==> config.mk <==
export PLATFORM = sky130hd
export DESIGN_NAME = bpsk_frame_serializer
export DESIGN_NICKNAME = d
export VERILOG_FILES = /design/src/hdl/bfs_pkg.sv /design/src/hdl/bfs_store.sv /design/src/hdl/bfs_seq.sv /design/src/hdl/bfs_out.sv /design/src/hdl/bpsk_frame_serializer.sv
export VERILOG_INCLUDE_DIRS = /design/src /design/src/hdl
export SDC_FILE = /design/constraint.sdc
export NUM_CORES = 1
export LEC_CHECK = 0
export BUFFER_PORTS_ARGS = -buffer_cell sky130_fd_sc_hd__buf_2
export CELL_PAD_IN_SITES_DETAIL_PLACEMENT = 0
export CELL_PAD_IN_SITES_GLOBAL_PLACEMENT = 1
export CORE_ASPECT_RATIO = 0.7
export CORE_MARGIN = 2
export CORE_UTILIZATION = 54
export CTS_BUF_LIST = sky130_fd_sc_hd__clkbuf_16
export CTS_CLUSTER_DIAMETER = 50
export CTS_CLUSTER_SIZE = 8
export DETAILED_ROUTE_END_ITERATION = 12
export GPL_TIMING_DRIVEN = 1
export PLACE_DENSITY = 0.77
export SETUP_SLACK_MARGIN = 0.02
export SLEW_MARGIN = 0
export SYNTH_ARGS = -nofsm -noshare
export SYNTH_HDL_FRONTEND = slang
export SYNTH_SLANG_ARGS = --single-unit
==> constraint.sdc <==
create_clock -name clock -period 3.4 [get_ports clock]
set_clock_uncertainty 0.1 [all_clocks]
set_input_delay 0.34 -clock clock [delete_from_list [all_inputs] [get_ports clock]]
set_output_delay 0.34 -clock clock [all_outputs]
set_load 0.02 [all_outputs]
==> src/hdl/bpsk_frame_serializer_assert.svh <==
// ----------------------------------------------------------------------------
// bpsk frame serializer assertion macros
// concurrent checks clocked on clock, disabled while reset is high
// ----------------------------------------------------------------------------
`ifndef BPSK_FRAME_SERIALIZER_ASSERT_SVH
`define BPSK_FRAME_SERIALIZER_ASSERT_SVH

// consequent must hold in the cycle after the antecedent
`define BFS_ASSERT_NEXT(lbl, ante, cons, msg) \
   lbl: assert property (@(posedge clock) disable iff (reset) (ante) |=> (cons)) \
      else $error(msg);

// consequent must hold in the same cycle as the antecedent
`define BFS_ASSERT_SAME(lbl, ante, cons, msg) \
   lbl: assert property (@(posedge clock) disable iff (reset) (ante) |-> (cons)) \
      else $error(msg);

`endif

==> src/hdl/bfs_pkg.sv <==
// ----------------------------------------------------------------------------
// bfs_pkg
// shared types and constants of the bpsk frame serializer
// ----------------------------------------------------------------------------
package bfs_pkg;

   // request kinds carried in req_tuser
   localparam logic REQ_TICK  = 1'b0;
   localparam logic REQ_WRITE = 1'b1;

   // configuration register indexes
   localparam logic [1:0] CSR_AMPLITUDE = 2'd0;
   localparam logic [1:0] CSR_PREAMBLE  = 2'd1;
   localparam logic [1:0] CSR_SYNC      = 2'd2;
   localparam logic [1:0] CSR_SPS       = 2'd3;

   // register reset values
   localparam logic [14:0] AMPLITUDE_RST = 15'd15000;
   localparam logic [15:0] PREAMBLE_RST  = 16'hAAAA;
   localparam logic [15:0] SYNC_RST      = 16'hEB90;
   localparam logic [4:0]  SPS_RST       = 5'd5;

   // payload byte value before the host writes it
   localparam logic [7:0]  FILL_BYTE     = 8'h55;

   // per-tick decode carried from the sequencer to the output stage
   typedef struct packed {
      logic       hdr_bit;   // bit value when sending preamble or sync
      logic       payload;   // bit comes from the payload store
      logic [2:0] shift;     // bit number inside the payload byte
      logic       last;      // last sample of the packet
   } tick_info_type;

endpackage

==> src/hdl/bfs_store.sv <==
// ----------------------------------------------------------------------------
// bfs_store
// payload byte memory with registered read and per-entry written flags
// ----------------------------------------------------------------------------
module bfs_store #(
   parameter int PAYLOAD_BYTES = 64
) (
   input  logic       clock,
   input  logic       reset,
   input  logic       wr_en,
   input  logic [5:0] wr_index,
   input  logic [7:0] wr_byte,
   input  logic       rd_en,
   input  logic [((PAYLOAD_BYTES > 1) ? $clog2(PAYLOAD_BYTES) : 1)-1:0] rd_addr,
   output logic [7:0] rd_byte
);
   import bfs_pkg::*;

   localparam int AW = (PAYLOAD_BYTES > 1) ? $clog2(PAYLOAD_BYTES) : 1;
   localparam int IW = 10;

   logic [7:0]               mem [PAYLOAD_BYTES];
   logic [PAYLOAD_BYTES-1:0] written_ff;
   logic [PAYLOAD_BYTES-1:0] written_in;
   logic [7:0]               rd_data_ff;
   logic                     rd_written_ff;
   logic                     wr_hit;
   logic [AW-1:0]            wr_addr;

   // indexes at or above the store depth are dropped
   assign wr_hit  = wr_en && (IW'(wr_index) < IW'(PAYLOAD_BYTES));
   assign wr_addr = AW'(wr_index);

   always_comb begin
      written_in = written_ff;
      if (wr_hit) begin
         written_in[wr_addr] = 1'b1;
      end
   end

   always_ff @(posedge clock) begin
      if (reset) begin
         written_ff <= '0;
      end else begin
         written_ff <= written_in;
      end
   end

   always_ff @(posedge clock) begin
      if (wr_hit) begin
         mem[wr_addr] <= wr_byte;
      end
      if (rd_en) begin
         rd_data_ff    <= mem[rd_addr];
         rd_written_ff <= written_ff[rd_addr];
      end
   end

   assign rd_byte = rd_written_ff ? rd_data_ff : FILL_BYTE;

endmodule

==> src/hdl/bfs_seq.sv <==
// ----------------------------------------------------------------------------
// bfs_seq
// bit and sample counters, per-tick decode register
// ----------------------------------------------------------------------------
module bfs_seq #(
   parameter int PAYLOAD_BYTES = 64
) (
   input  logic                  clock,
   input  logic                  reset,
   input  logic                  tick_en,
   input  logic [15:0]           preamble_word,
   input  logic [15:0]           sync_pattern,
   input  logic [4:0]            ticks_per_bit,
   output logic [((PAYLOAD_BYTES > 1) ? $clog2(PAYLOAD_BYTES) : 1)-1:0] rd_addr,
   output bfs_pkg::tick_info_type info
);
   import bfs_pkg::*;

   localparam int AW          = (PAYLOAD_BYTES > 1) ? $clog2(PAYLOAD_BYTES) : 1;
   localparam int PACKET_BITS = (4 + PAYLOAD_BYTES) * 8;
   localparam int BPW         = $clog2(PACKET_BITS);
   localparam int BYW         = BPW - 3;

   logic [BPW-1:0] bit_pos_ff;
   logic [BPW-1:0] bit_pos_in;
   logic [3:0]     phase_ff;
   logic [3:0]     phase_in;
   tick_info_type  info_ff;
   tick_info_type  info_in;
   logic [4:0]     sym_len;
   logic [4:0]     phase_inc;
   logic           bit_done;
   logic           pkt_done;
   logic [BYW-1:0] byte_no;

   // symbol length clamped to 1..16
   always_comb begin
      if (ticks_per_bit == 5'd0) begin
         sym_len = 5'd1;
      end else if (ticks_per_bit > 5'd16) begin
         sym_len = 5'd16;
      end else begin
         sym_len = ticks_per_bit;
      end
   end

   assign phase_inc = {1'b0, phase_ff} + 5'd1;
   assign bit_done  = (phase_inc >= sym_len);
   assign pkt_done  = bit_done && (bit_pos_ff == BPW'(PACKET_BITS - 1));
   assign byte_no   = bit_pos_ff[BPW-1:3];

   always_comb begin
      phase_in   = phase_ff;
      bit_pos_in = bit_pos_ff;
      if (tick_en) begin
         if (bit_done) begin
            phase_in = 4'd0;
            if (pkt_done) begin
               bit_pos_in = '0;
            end else begin
               bit_pos_in = bit_pos_ff + BPW'(1);
            end
         end else begin
            phase_in = phase_inc[3:0];
         end
      end
   end

   always_comb begin
      info_in.payload = (byte_no >= BYW'(4));
      info_in.shift   = 3'd7 - bit_pos_ff[2:0];
      info_in.last    = pkt_done;
      if (byte_no < BYW'(2)) begin
         info_in.hdr_bit = preamble_word[4'd15 - bit_pos_ff[3:0]];
      end else begin
         info_in.hdr_bit = sync_pattern[4'd15 - bit_pos_ff[3:0]];
      end
   end

   assign rd_addr = AW'(byte_no - BYW'(4));

   always_ff @(posedge clock) begin
      if (reset) begin
         bit_pos_ff <= '0;
         phase_ff   <= '0;
      end else begin
         bit_pos_ff <= bit_pos_in;
         phase_ff   <= phase_in;
      end
   end

   always_ff @(posedge clock) begin
      if (tick_en) begin
         info_ff <= info_in;
      end
   end

   assign info = info_ff;

endmodule

==> src/hdl/bfs_out.sv <==
// ----------------------------------------------------------------------------
// bfs_out
// level mapping, decode stage control and result register
// ----------------------------------------------------------------------------
module bfs_out (
   input  logic                  clock,
   input  logic                  reset,
   input  logic                  tick_en,
   input  bfs_pkg::tick_info_type info,
   input  logic [7:0]            rd_byte,
   input  logic [14:0]           amplitude,
   output logic                  stage_busy,
   output logic                  stage_free,
   output logic                  out_valid,
   input  logic                  out_ready,
   output logic [15:0]           out_level,
   output logic                  out_bit,
   output logic                  out_last
);
   import bfs_pkg::*;

   logic        stage_valid_ff;
   logic        stage_valid_in;
   logic        out_valid_ff;
   logic        out_valid_in;
   logic [15:0] level_ff;
   logic        bit_ff;
   logic        last_ff;
   logic        move;
   logic        tx_bit;
   logic [15:0] level_in;

   assign move       = stage_valid_ff && (!out_valid_ff || out_ready);
   assign stage_free = !stage_valid_ff || move;

   assign tx_bit   = info.payload ? rd_byte[info.shift] : info.hdr_bit;
   assign level_in = tx_bit ? {1'b0, amplitude} : (16'd0 - {1'b0, amplitude});

   always_comb begin
      stage_valid_in = stage_valid_ff;
      if (tick_en) begin
         stage_valid_in = 1'b1;
      end else if (move) begin
         stage_valid_in = 1'b0;
      end
      out_valid_in = out_valid_ff;
      if (move) begin
         out_valid_in = 1'b1;
      end else if (out_ready) begin
         out_valid_in = 1'b0;
      end
   end

   always_ff @(posedge clock) begin
      if (reset) begin
         stage_valid_ff <= 1'b0;
         out_valid_ff   <= 1'b0;
      end else begin
         stage_valid_ff <= stage_valid_in;
         out_valid_ff   <= out_valid_in;
      end
   end

   always_ff @(posedge clock) begin
      if (move) begin
         level_ff <= level_in;
         bit_ff   <= tx_bit;
         last_ff  <= info.last;
      end
   end

   assign stage_busy = stage_valid_ff;
   assign out_valid  = out_valid_ff;
   assign out_level  = level_ff;
   assign out_bit    = bit_ff;
   assign out_last   = last_ff;

endmodule

==> src/hdl/bpsk_frame_serializer.sv <==
// ----------------------------------------------------------------------------
// bpsk_frame_serializer
// bpsk packet modulator: preamble, sync word and host-written payload
// ----------------------------------------------------------------------------
// Each tick transfer on req yields one sample transfer on rsp; a payload
// write transfer yields none. Packets run back to back: 16-bit preamble,
// 16-bit sync word, then PAYLOAD_BYTES payload bytes, all msb first, each
// bit held for the configured number of ticks per bit (clamped to 1..16) at
// +amplitude for a one and -amplitude for a zero. The block takes one
// transfer every clock cycle while the decode stage has room; a tick's decode
// and payload read are registered together, then its sample in the result
// register. With rsp stalled, one more tick still enters the decode stage.
// Payload bytes read as 0x55 until written; a write reaches the air the next
// time that byte is sent, including the rest of the byte now in flight. Write
// indexes at or above PAYLOAD_BYTES are ignored. Configuration writes are
// always accepted and must only be made while the block is idle.
// ----------------------------------------------------------------------------
`include "bpsk_frame_serializer_assert.svh"

module bpsk_frame_serializer #(
   parameter int PAYLOAD_BYTES = 64
) (
   input  logic        clock,
   input  logic        reset,
   // request channel
   input  logic        req_tvalid,
   output logic        req_tready,
   input  logic [15:0] req_tdata,   // [5:0] byte_index, [13:6] byte_value, rest zero
   input  logic        req_tuser,   // req_type: 0 sample tick, 1 payload byte write
   // sample channel
   output logic        rsp_tvalid,
   input  logic        rsp_tready,
   output logic [23:0] rsp_tdata,   // [15:0] sample_level, [16] bit_value, rest zero
   output logic        rsp_tlast,   // packet_end
   // configuration write channel
   input  logic        csr_valid,
   output logic        csr_ready,
   input  logic [1:0]  csr_index,
   input  logic [15:0] csr_data
);
   import bfs_pkg::*;

   localparam int AW = (PAYLOAD_BYTES > 1) ? $clog2(PAYLOAD_BYTES) : 1;

   // configuration registers
   logic [14:0]   amplitude_ff;
   logic [15:0]   preamble_ff;
   logic [15:0]   sync_ff;
   logic [4:0]    sps_ff;

   logic          req_xfer;
   logic          tick_en;
   logic          wr_en;
   logic [AW-1:0] rd_addr;
   logic [7:0]    rd_byte;
   tick_info_type info;
   logic          stage_busy;
   logic          stage_free;
   logic [15:0]   out_level;
   logic          out_bit;

   // config writes go straight into their registers, so the port never stalls
   assign csr_ready = 1'b1;

   always_ff @(posedge clock) begin
      if (reset) begin
         amplitude_ff <= AMPLITUDE_RST;
         preamble_ff  <= PREAMBLE_RST;
         sync_ff      <= SYNC_RST;
         sps_ff       <= SPS_RST;
      end else if (csr_valid) begin
         unique case (csr_index)
            CSR_AMPLITUDE: amplitude_ff <= csr_data[14:0];
            CSR_PREAMBLE:  preamble_ff  <= csr_data;
            CSR_SYNC:      sync_ff      <= csr_data;
            CSR_SPS:       sps_ff       <= csr_data[4:0];
            default:       ;
         endcase
      end
   end

   // a tick needs room in the decode stage; the stage frees as soon as the
   // result register can take its content
   assign req_tready = stage_free;
   assign req_xfer   = req_tvalid && req_tready;
   assign tick_en    = req_xfer && (req_tuser == REQ_TICK);
   assign wr_en      = req_xfer && (req_tuser == REQ_WRITE);

   // counters and header bit decode, one step per tick
   bfs_seq #(
      .PAYLOAD_BYTES      (PAYLOAD_BYTES)
   ) u_seq (
      .clock              (clock),
      .reset              (reset),
      .tick_en            (tick_en),
      .preamble_word      (preamble_ff),
      .sync_pattern       (sync_ff),
      .ticks_per_bit      (sps_ff),
      .rd_addr            (rd_addr),
      .info               (info)
   );

   // payload memory, read alongside the decode register
   bfs_store #(
      .PAYLOAD_BYTES (PAYLOAD_BYTES)
   ) u_store (
      .clock         (clock),
      .reset         (reset),
      .wr_en         (wr_en),
      .wr_index      (req_tdata[5:0]),
      .wr_byte       (req_tdata[13:6]),
      .rd_en         (tick_en),
      .rd_addr       (rd_addr),
      .rd_byte       (rd_byte)
   );

   // level mapping and result register
   bfs_out u_out (
      .clock      (clock),
      .reset      (reset),
      .tick_en    (tick_en),
      .info       (info),
      .rd_byte    (rd_byte),
      .amplitude  (amplitude_ff),
      .stage_busy (stage_busy),
      .stage_free (stage_free),
      .out_valid  (rsp_tvalid),
      .out_ready  (rsp_tready),
      .out_level  (out_level),
      .out_bit    (out_bit),
      .out_last   (rsp_tlast)
   );

   assign rsp_tdata = {7'd0, out_bit, out_level};

   // an accepted tick always occupies the decode stage next cycle
   `BFS_ASSERT_NEXT(a_tick_enters_stage, tick_en, stage_busy, "tick lost at decode stage")
   // backpressure only when both stages hold samples and rsp is stalled
   `BFS_ASSERT_SAME(a_stall_cause, !req_tready, stage_busy && rsp_tvalid && !rsp_tready, "req stalled without cause")
   // a stalled decode stage keeps its content
   `BFS_ASSERT_NEXT(a_stage_hold, stage_busy && rsp_tvalid && !rsp_tready, stage_busy && $stable(info), "decode stage changed while stalled")

endmodule
; Word level (Yosys, flattened, before mapping)
; Memories as Yosys holds them, arrays and structs flattened. A register that Yosys moved wholly into a read port is not among the register bits.
; Cells that the tools add are included.
[classes]
add_sub_neg = 6
n_lt_le_gt_ge = 9
eq_ne = 4
n_mux = 24
n_bitwise = 2
reduce_logical = 19
[ops]
columns = op, count
row1 = 64-bit bitwise OR, 1
row2 = "1-bit by 15-bit subtractor with 16-bit output, first input constant", 1
row3 = 15-bit two-way mux, 1
row4 = "6-bit by 7-bit less-than comparator with 1-bit output, second input constant", 2
row5 = 1-bit two-way mux, 13
row6 = "10-bit by 1-bit adder with 10-bit output, second input constant", 1
row7 = "10-bit == test, second input constant", 1
row8 = 10-bit two-way mux, 1
row9 = 5-bit two-way mux, 2
row10 = 2-bit AND reduction, 5
row11 = 1-bit binary-select mux with 4-bit select, 2
row12 = 8-bit two-way mux, 1
row13 = "7-bit by 3-bit >= comparator with 1-bit output, second input constant", 1
row14 = "7-bit by 2-bit less-than comparator with 1-bit output, second input constant", 1
row15 = 1-bit binary-select mux with 6-bit select, 1
row16 = 1-bit demux with 6-bit select, 1
row17 = "6-bit by 1-bit >= comparator with 1-bit output, second input constant", 1
row18 = 1-bit logical AND, 6
row19 = "6-bit by 3-bit subtractor with 6-bit output, second input constant", 1
row20 = "4-bit by 1-bit adder with 5-bit output, second input constant", 1
row21 = 5-bit >= comparator, 1
row22 = "5-bit greater-than comparator, second input constant", 1
row23 = 5-bit logical NOT, 1
row24 = "4-bit by 5-bit less-than comparator with 1-bit output, second input constant", 1
row25 = other kinds (12), 16
[totals]
reg_bits = 157
ramBits = 512
out_inout_bits = 28
word_cells = 83
memories = 1
[mem_list]
columns = memory, words, word_bits, read_ports, rd_clocked_by_memory_dff, write_ports, line_no
row1 = u_store.mem, 64, 8, 1, 1, 1, bfs_store.sv:22  ; logic [7:0] mem [PAYLOAD_BYTES];

; Longest topological paths before layout
; Gate-level depths: netlist of the first run.
[depth]
word_depth = 8
ltp_mapped = 11
ltp_nobuf = 9

; By module
; Synthesis of the first run repeated with hierarchy kept, for this count alone.
[unflattened]
hier_cells = 1599
hier_area_um2 = 27241.1
[by_module_without_submodules]
columns = module, n_inst, cells_each, area_per_inst_um2, seq_area_each_um2
row1 = bfs_store, 1, 1152, 22649.2, 16926.2
row2 = bpsk_frame_serializer, 1, 216, 2178.3, 1041.0
row3 = bfs_seq, 1, 147, 1412.6, 460.4
row4 = bfs_out, 1, 84, 1001.0, 580.6

; Worst setup path after synthesis of the first run
; OpenSTA, ideal clock, no wires.
[synth_path]
path_type = flip-flop to flip-flop
startpoint = register u_seq.bit_pos_ff[5]
endpoint = register u_store.rd_data_ff[6], read port of u_store.mem (data pin)
arrival_ns = 2.635
required_ns = 3.028
slack_ns = 0.394
stages_incl_launch_ff = 11
path_buffers = 3
cell_sequence = dfxtp_1 -> buf_2 -> inv_2 -> buf_2 -> buf_1 -> ha_1 -> xnor2_1 -> nor2_1 -> nand2_1 -> o22ai_1 -> or4_1
[synth_between]
elab_chain_len = 1
[synth_rtl]
columns = element, line_no
row1 = start: declaration, bfs_seq.sv:24  ; logic [BPW-1:0] bit_pos_ff;
row2 = start signal: assignment, bfs_seq.sv:87  ; bit_pos_ff <= bit_pos_in;
row3 = 6-bit by 3-bit subtractor with 6-bit output, bfs_seq.sv:80  ; assign rd_addr = AW'(byte_no - BYW'(4));
row4 = end: declaration, bfs_store.sv:25  ; logic [7:0] rd_data_ff;
; Every way passes these cells.
; A chain may end at the register's enable or synchronous reset.

; Worst setup path in the final report of the first run
[layout_path]
startpoint = register u_seq.bit_pos_ff[3]
endpoint = register u_store.rd_data_ff[7], read port of u_store.mem (data pin)
; The elaborated chain is that of the path after synthesis.

==> flow_summary.ini, run 1 <==
[outcome]
outcome = finished clean

[global_route]
grt_pass1_vias = 14500
grt_max_degree = 67
grt_pass1_wl_microns = 92400
antenna_found_initial = 3
grt_overflow_total = 0
grt_usage = 0.247

[clocking]
cts_buffers = 95
postCtsResizedCells = 0
clkLatencyLatePin_ns = 0.61
h-tree-depth = 3
cts.clk_slew.worst_paths_ns = 0.05
cts.sinks = 677
root_buffer = clkbuf_16
cts_tree = built
clk_path_buf_depth = 3

[worst_setup_path]
cp.required_ns = 3.66
cp_max_fo = 35
critPathKind = reg2reg
worstPathCellList = buf_12, mux4_2, mux2i_1, o22ai_1, or4_1
max_stage_delay_ns = 0.65
start_kind = flip-flop
end_kind = flip-flop
critPathSlowestCell = dfxtp_4
crit_arrival_ns = 3.29

[layout]
area_delta_synth_final_pct = 16.5
nNetsFinal = 1759
finalInstanceArea_sq_mm = 0.0311
drive_gt1_frac = 0.246

[sta]
worstMarginPinSlew_ns = 1.27
rsz0062_at_grt = false
final-hold-violation-count = 0
fin_tns_setup_ns = 0
fin_crit_ns = 3.03
finalMaxSlewViolations = 0
whs_ns = 0.161
slew_headroom = 0.154
final-setup-viol-count = 0
min_period_over_period = 0.891
timing.fmax_ghz = 0.330

[detailed_routing]
drc = 0
vias_per_cell = 5.97
vias = 14500
wl_per_cell_microns = 25.4
routed_wl_microns = 61800
antenna_left = 0
dr.pass1.iters = 5
drt_iter0_markers = 1547

[floorplanning]
rows = 68
io_pins = 68
start_util = 0.544
die_w_microns = 270
die_area_sq_mm = 0.0513
die_h_microns = 190
fp.coreArea_sq_mm = 0.0491

[synth]
synthArstFlopShare = 0
post-synth-top-count-cell = edfxtp_1
postSynthAreaPerCell_sq_um = 17.4
synth_seq_cells = 677
ys_warn_count = 0
netlist_area_sq_mm = 0.0267
ys_seq_area_frac = 0.712
synth_top_area_share = 0.613
yosysTopAreaCell = edfxtp_1
yosys-top-cells-count = 545 x edfxtp_1, 156 x mux4_2, 132 x dfxtp_1, 122 x nand2_1, 81 x nor2_1
ys_types = 51
syn_inst = 1532
synth_edf_count = 545
synth.area.top_cells = edfxtp_1 61%, mux4_2 13%, dfxtp_1 9.9%, mux2i_1 2.9%, o21a_1 1.8%
synth_top_flop_cell = edfxtp_1

[worst_hold_path]
hp-class = in2reg

[placement]
placed_area_sq_mm = 0.0282
gp_congestion = 0.868
io_buffers = 57
dp_hpwl_microns = 38500

[power_and_ir_drop]
power.density_mw_per_mm2 = 576
ir_drop_mv = 0.377
leakage_nw = 10.9

[run]
maxCapViolCount = 0
-- report_power, final --
group | internal (mW) | total [mW] | switching [mW]
sequential | 9.03 | 9.07 | 0.0376
clock | 5.08 | 8.41 | 3.33
combinational | 0.123 | 0.432 | 0.309
-- through the flow --
| step | power (mW) | std cells | setup WS (ns) | utilization |
|---|---|---|---|---|
| after floorplan | 9.41 | 1538 | 0.394 | - |
| after global placement | 9.62 | 2259 | 0.355 | 0.574 |
| after detailed placement | 9.64 | 2259 | 0.352 | 0.574 |
| after CTS | 18.0 | 2434 | 0.349 | 0.634 |
| after global routing | 18.5 | 2434 | 0.184 | 0.634 |
| final | 17.9 | 2436 | 0.370 | 0.634 |
-- path summary, 6_finish.rpt --
path | start | cells past startpoint | slack [ns] | end
worst max-delay path | u_seq.bit_pos_ff[3] | 5 | 0.37 | u_store.rd_data_ff[7]
worst max register to register | u_seq.bit_pos_ff[3] | 5 | 0.37 | u_store.rd_data_ff[7]
worst min-delay path | reset | 3 | 0.16 | sps_ff[0]
worst min register to register | u_seq.info[0] | 0 | 0.33 | u_out.out_last
-- logic make-up (layout without fill, tap and decap cells) --
| group | count (synthesis) | in the layout | synth area share |
|---|---|---|---|
| multiplexers | 234 | 234 | 0.161 |
| AO/OA/AOI/OAI | 165 | 165 | 0.0408 |
| other | 2 | 10 | 0.000281 |
| XOR/XNOR | 22 | 22 | 0.00721 |
| buffers and inverters | 112 | 343 | 0.0201 |
| flip-flops | 677 | 677 | 0.712 |
| AND/OR/NAND/NOR | 309 | 309 | 0.0539 |
| adder cells (fa/ha/maj) | 11 | 11 | 0.00515 |
-- worst max-delay path, delay by kind of cell (launching register included) --
kind            cells  cell delay, ns
simple gates        1            0.47
flops               1            0.65
compound gates      1            0.16
buf+inv             1            0.35
mux                 2            1.01
-- routing by layer --
layer / vias to the layer above / share of wire / GRT usage
li1: 6394 / - / -
met4: 2 / 0.027 / 0.0791
met1: 7465 / 0.43 / 0.356
met2: 552 / 0.46 / 0.368
met5: - / 0.00013 / 0
met3: 122 / 0.083 / 0.0684
-- state kept, by name, indices dropped and copies added (netlist names), 4 cells and up --
signal              count
amplitude_ff           15
preamble_ff            16
sps_ff                  5
sync_ff                16
u_out.out_level        16
u_seq.bit_pos_ff       10
u_seq.info              6
u_seq.phase_ff          4
u_store.mem           512
u_store.rd_data_ff      8
u_store.written_ff     64
-- cells in the final DEF (no fill, tap or decap), types with 18 or more instances in the layout --
master / count
o22ai_1: 32
buf_2: 57
inv_1: 64
nand3_1: 36
clkbuf_16: 97
mux2i_1: 77
o21a_1: 65
nor2_1: 81
dfxtp_1: 130
buf_4: 90
nand2_1: 122
mux4_2: 156
edfxtp_1: 545
a21oi_1: 39
xnor2_1: 18
-- area by class of cell --
| class | instances | area [sq um] |
|---|---|---|
| diodes | 2 | 5.00 |
| clock buffers | 97 | 2430 |
| clock inverters | 61 | 300 |
| fillers | 3452 | 18000 |
| inverters | 13 | 50.0 |
| multi-input cells | 749 | 7180 |
| flip-flops and latches | 677 | 19000 |
| well taps | 665 | 832 |
| repair buffers | 172 | 1290 |
-- repair_timing --
item                      in CTS  in global routing
buffers inserted               0                  0
hold buffers                  17                  0
hold endpoints to repair      53                  0
Note: power is estimated with default switching activity, not from simulation.
==> inputs of run 2 (changes only) <==
- CORE_MARGIN: 2 -> unset
==> run 2 against run 1 <==
Clock power is 0.5% lower. Critical endpoint is now u_store.rd_data_ff[2]. Largest power group unchanged. Final cell count hardly changed. Global-route usage is 0.26 points higher.
==> flow_summary.ini, run 2 (same netlist as run 1, synthesis figures left out) <==
[outcome]
outcome = finished clean

[worst_hold_path]
hold_depth = 3
hp-class = in2reg

[power_and_ir_drop]
ir_drop_mv = 0.400
leakage_nw = 10.9
power.density_mw_per_mm2 = 575

[clocking]
cts_buffers = 94
cts_hold_buf = 17
cts.clk_slew.worst_paths_ns = 0.05
h-tree-depth = 3
clkLatencyLatePin_ns = 0.61
cts.sinks = 677
clk_path_buf_depth = 3
root_buffer = clkbuf_16
post_cts_buffers = 0
postCtsResizedCells = 0
cts_tree = built

[global_route]
grt_usage = 0.249
grt_pass1_wl_microns = 91600
grt_max_degree = 67
grt_pass1_vias = 14600
antenna_found_initial = 1
grt_overflow_total = 0

[worst_setup_path]
cp.required_ns = 3.65
crit_arrival_ns = 3.19
start_kind = flip-flop
r2r-start = u_seq.bit_pos_ff[3]
crit_start = u_seq.bit_pos_ff[3]
crit_end = u_store.rd_data_ff[2]
cp_max_fo = 23
reg2reg_depth = 6
rr_endpoint = u_store.rd_data_ff[2]
end_kind = flip-flop
rrSetupSlack_ns = 0.46
critPathKind = reg2reg

[detailed_routing]
wl_met2_microns = 27200
vias_per_cell = 5.95
dr.pass1.iters = 5
wl_per_cell_microns = 25.0
drc = 0
vias = 14500
routed_wl_microns = 60900
antenna_left = 0
top_layer_used = met4
route.met3.wl_microns = 4760
drt_iter0_markers = 1613
wl_met1_microns = 28000

[layout]
largest_register_ffs = 512
final_util = 0.642
drive_gt1_frac = 0.237
mostFrequentLayoutCells = 545 x edfxtp_1, 156 x mux4_2, 130 x dfxtp_1
layout_commonest_cell = edfxtp_1
nNetsFinal = 1749
top_register = u_store.mem
area_delta_synth_final_pct = 16.2
largest_registers = u_store.mem (512), u_store.written_ff (64)

[floorplanning]
die_w_microns = 268
die_area_sq_mm = 0.0504
die_h_microns = 188
fp.coreArea_sq_mm = 0.0484
start_util = 0.552
rows = 67
io_pins = 68

[sta]
fin_tns_setup_ns = 0
worstMarginPinSlew_ns = 1.25
final-setup-viol-count = 0
slew_headroom = 0.167
timing.fmax_ghz = 0.340
final-hold-violation-count = 0
min_period_over_period = 0.865
fin_crit_ns = 2.94
rsz0062_at_grt = false
finalMaxSlewViolations = 0

[placement]
gp_congestion = 0.872
dp_hpwl_microns = 37500
io_buffers = 57

[run]
maxCapViolCount = 0
-- run 2: how the worst min path moves through the flow --
| stage | start | to | slack (ns) |
|---|---|---|---|
| floorplan | u_seq.info[0] | u_out.out_last | 0.30 |
| global placement | sync_ff[10] | sync_ff[10] | 0.34 |
| detailed placement | u_seq.info[0] | u_out.out_last | 0.33 |
| CTS | reset | sps_ff[1] | 0.13 |
| global route | reset | sps_ff[1] | 0.17 |
| finish | reset | sps_ff[1] | 0.16 |
-- run 2: report_power, final --
| part | internal [mW] | switching, mW | leakage (nW) |
|---|---|---|---|
| clock network | 5.03 | 3.33 | 1.60 |
| logic | 0.122 | 0.301 | 3.32 |
| registers | 9.03 | 0.0380 | 5.97 |
| total | 14.2 | 3.67 | 10.9 |
-- run 2: layout make-up --
type                       instances  area (sq um)
clock buffer                      96          2400
tap                              655           820
multi-input combinational        749          7180
fill                            3467         17300
antenna                            2          5.00
sequential                       677         19000
clock inverter                    79           324
timing repair buffer             163          1240
inverter                          13          50.0
-- run 2: worst max-delay path: stages, from the launching register on --
cell,delay (ns)
dfxtp_4,0.62
buf_12,0.28
buf_4,0.20
mux4_2,0.51
mux2i_1,0.33
o22ai_1,0.20
or4_1,0.42
-- run 2: through the flow --
stage / hold WS [ns] / std cells / total power, mW / setup slack [ns] / cell area (sq um)
2_1_floorplan: 0.300 / 1538 / 9.41 / 0.394 / 26700
3_3_place_gp: 0.339 / 2240 / 9.61 / 0.466 / 28100
3_5_place_dp: 0.333 / 2240 / 9.63 / 0.458 / 28100
4_1_cts: 0.134 / 2432 / 18.0 / 0.456 / 31000
5_1_grt: 0.168 / 2433 / 18.4 / 0.349 / 31000
6_report: 0.155 / 2434 / 17.9 / 0.459 / 31000
-- run 2: routing by layer --
metal,global-route usage,vias up
met5,0,-
met4,0.0615,0
met3,0.0487,77
met2,0.358,546
met1,0.392,7475
li1,-,6384
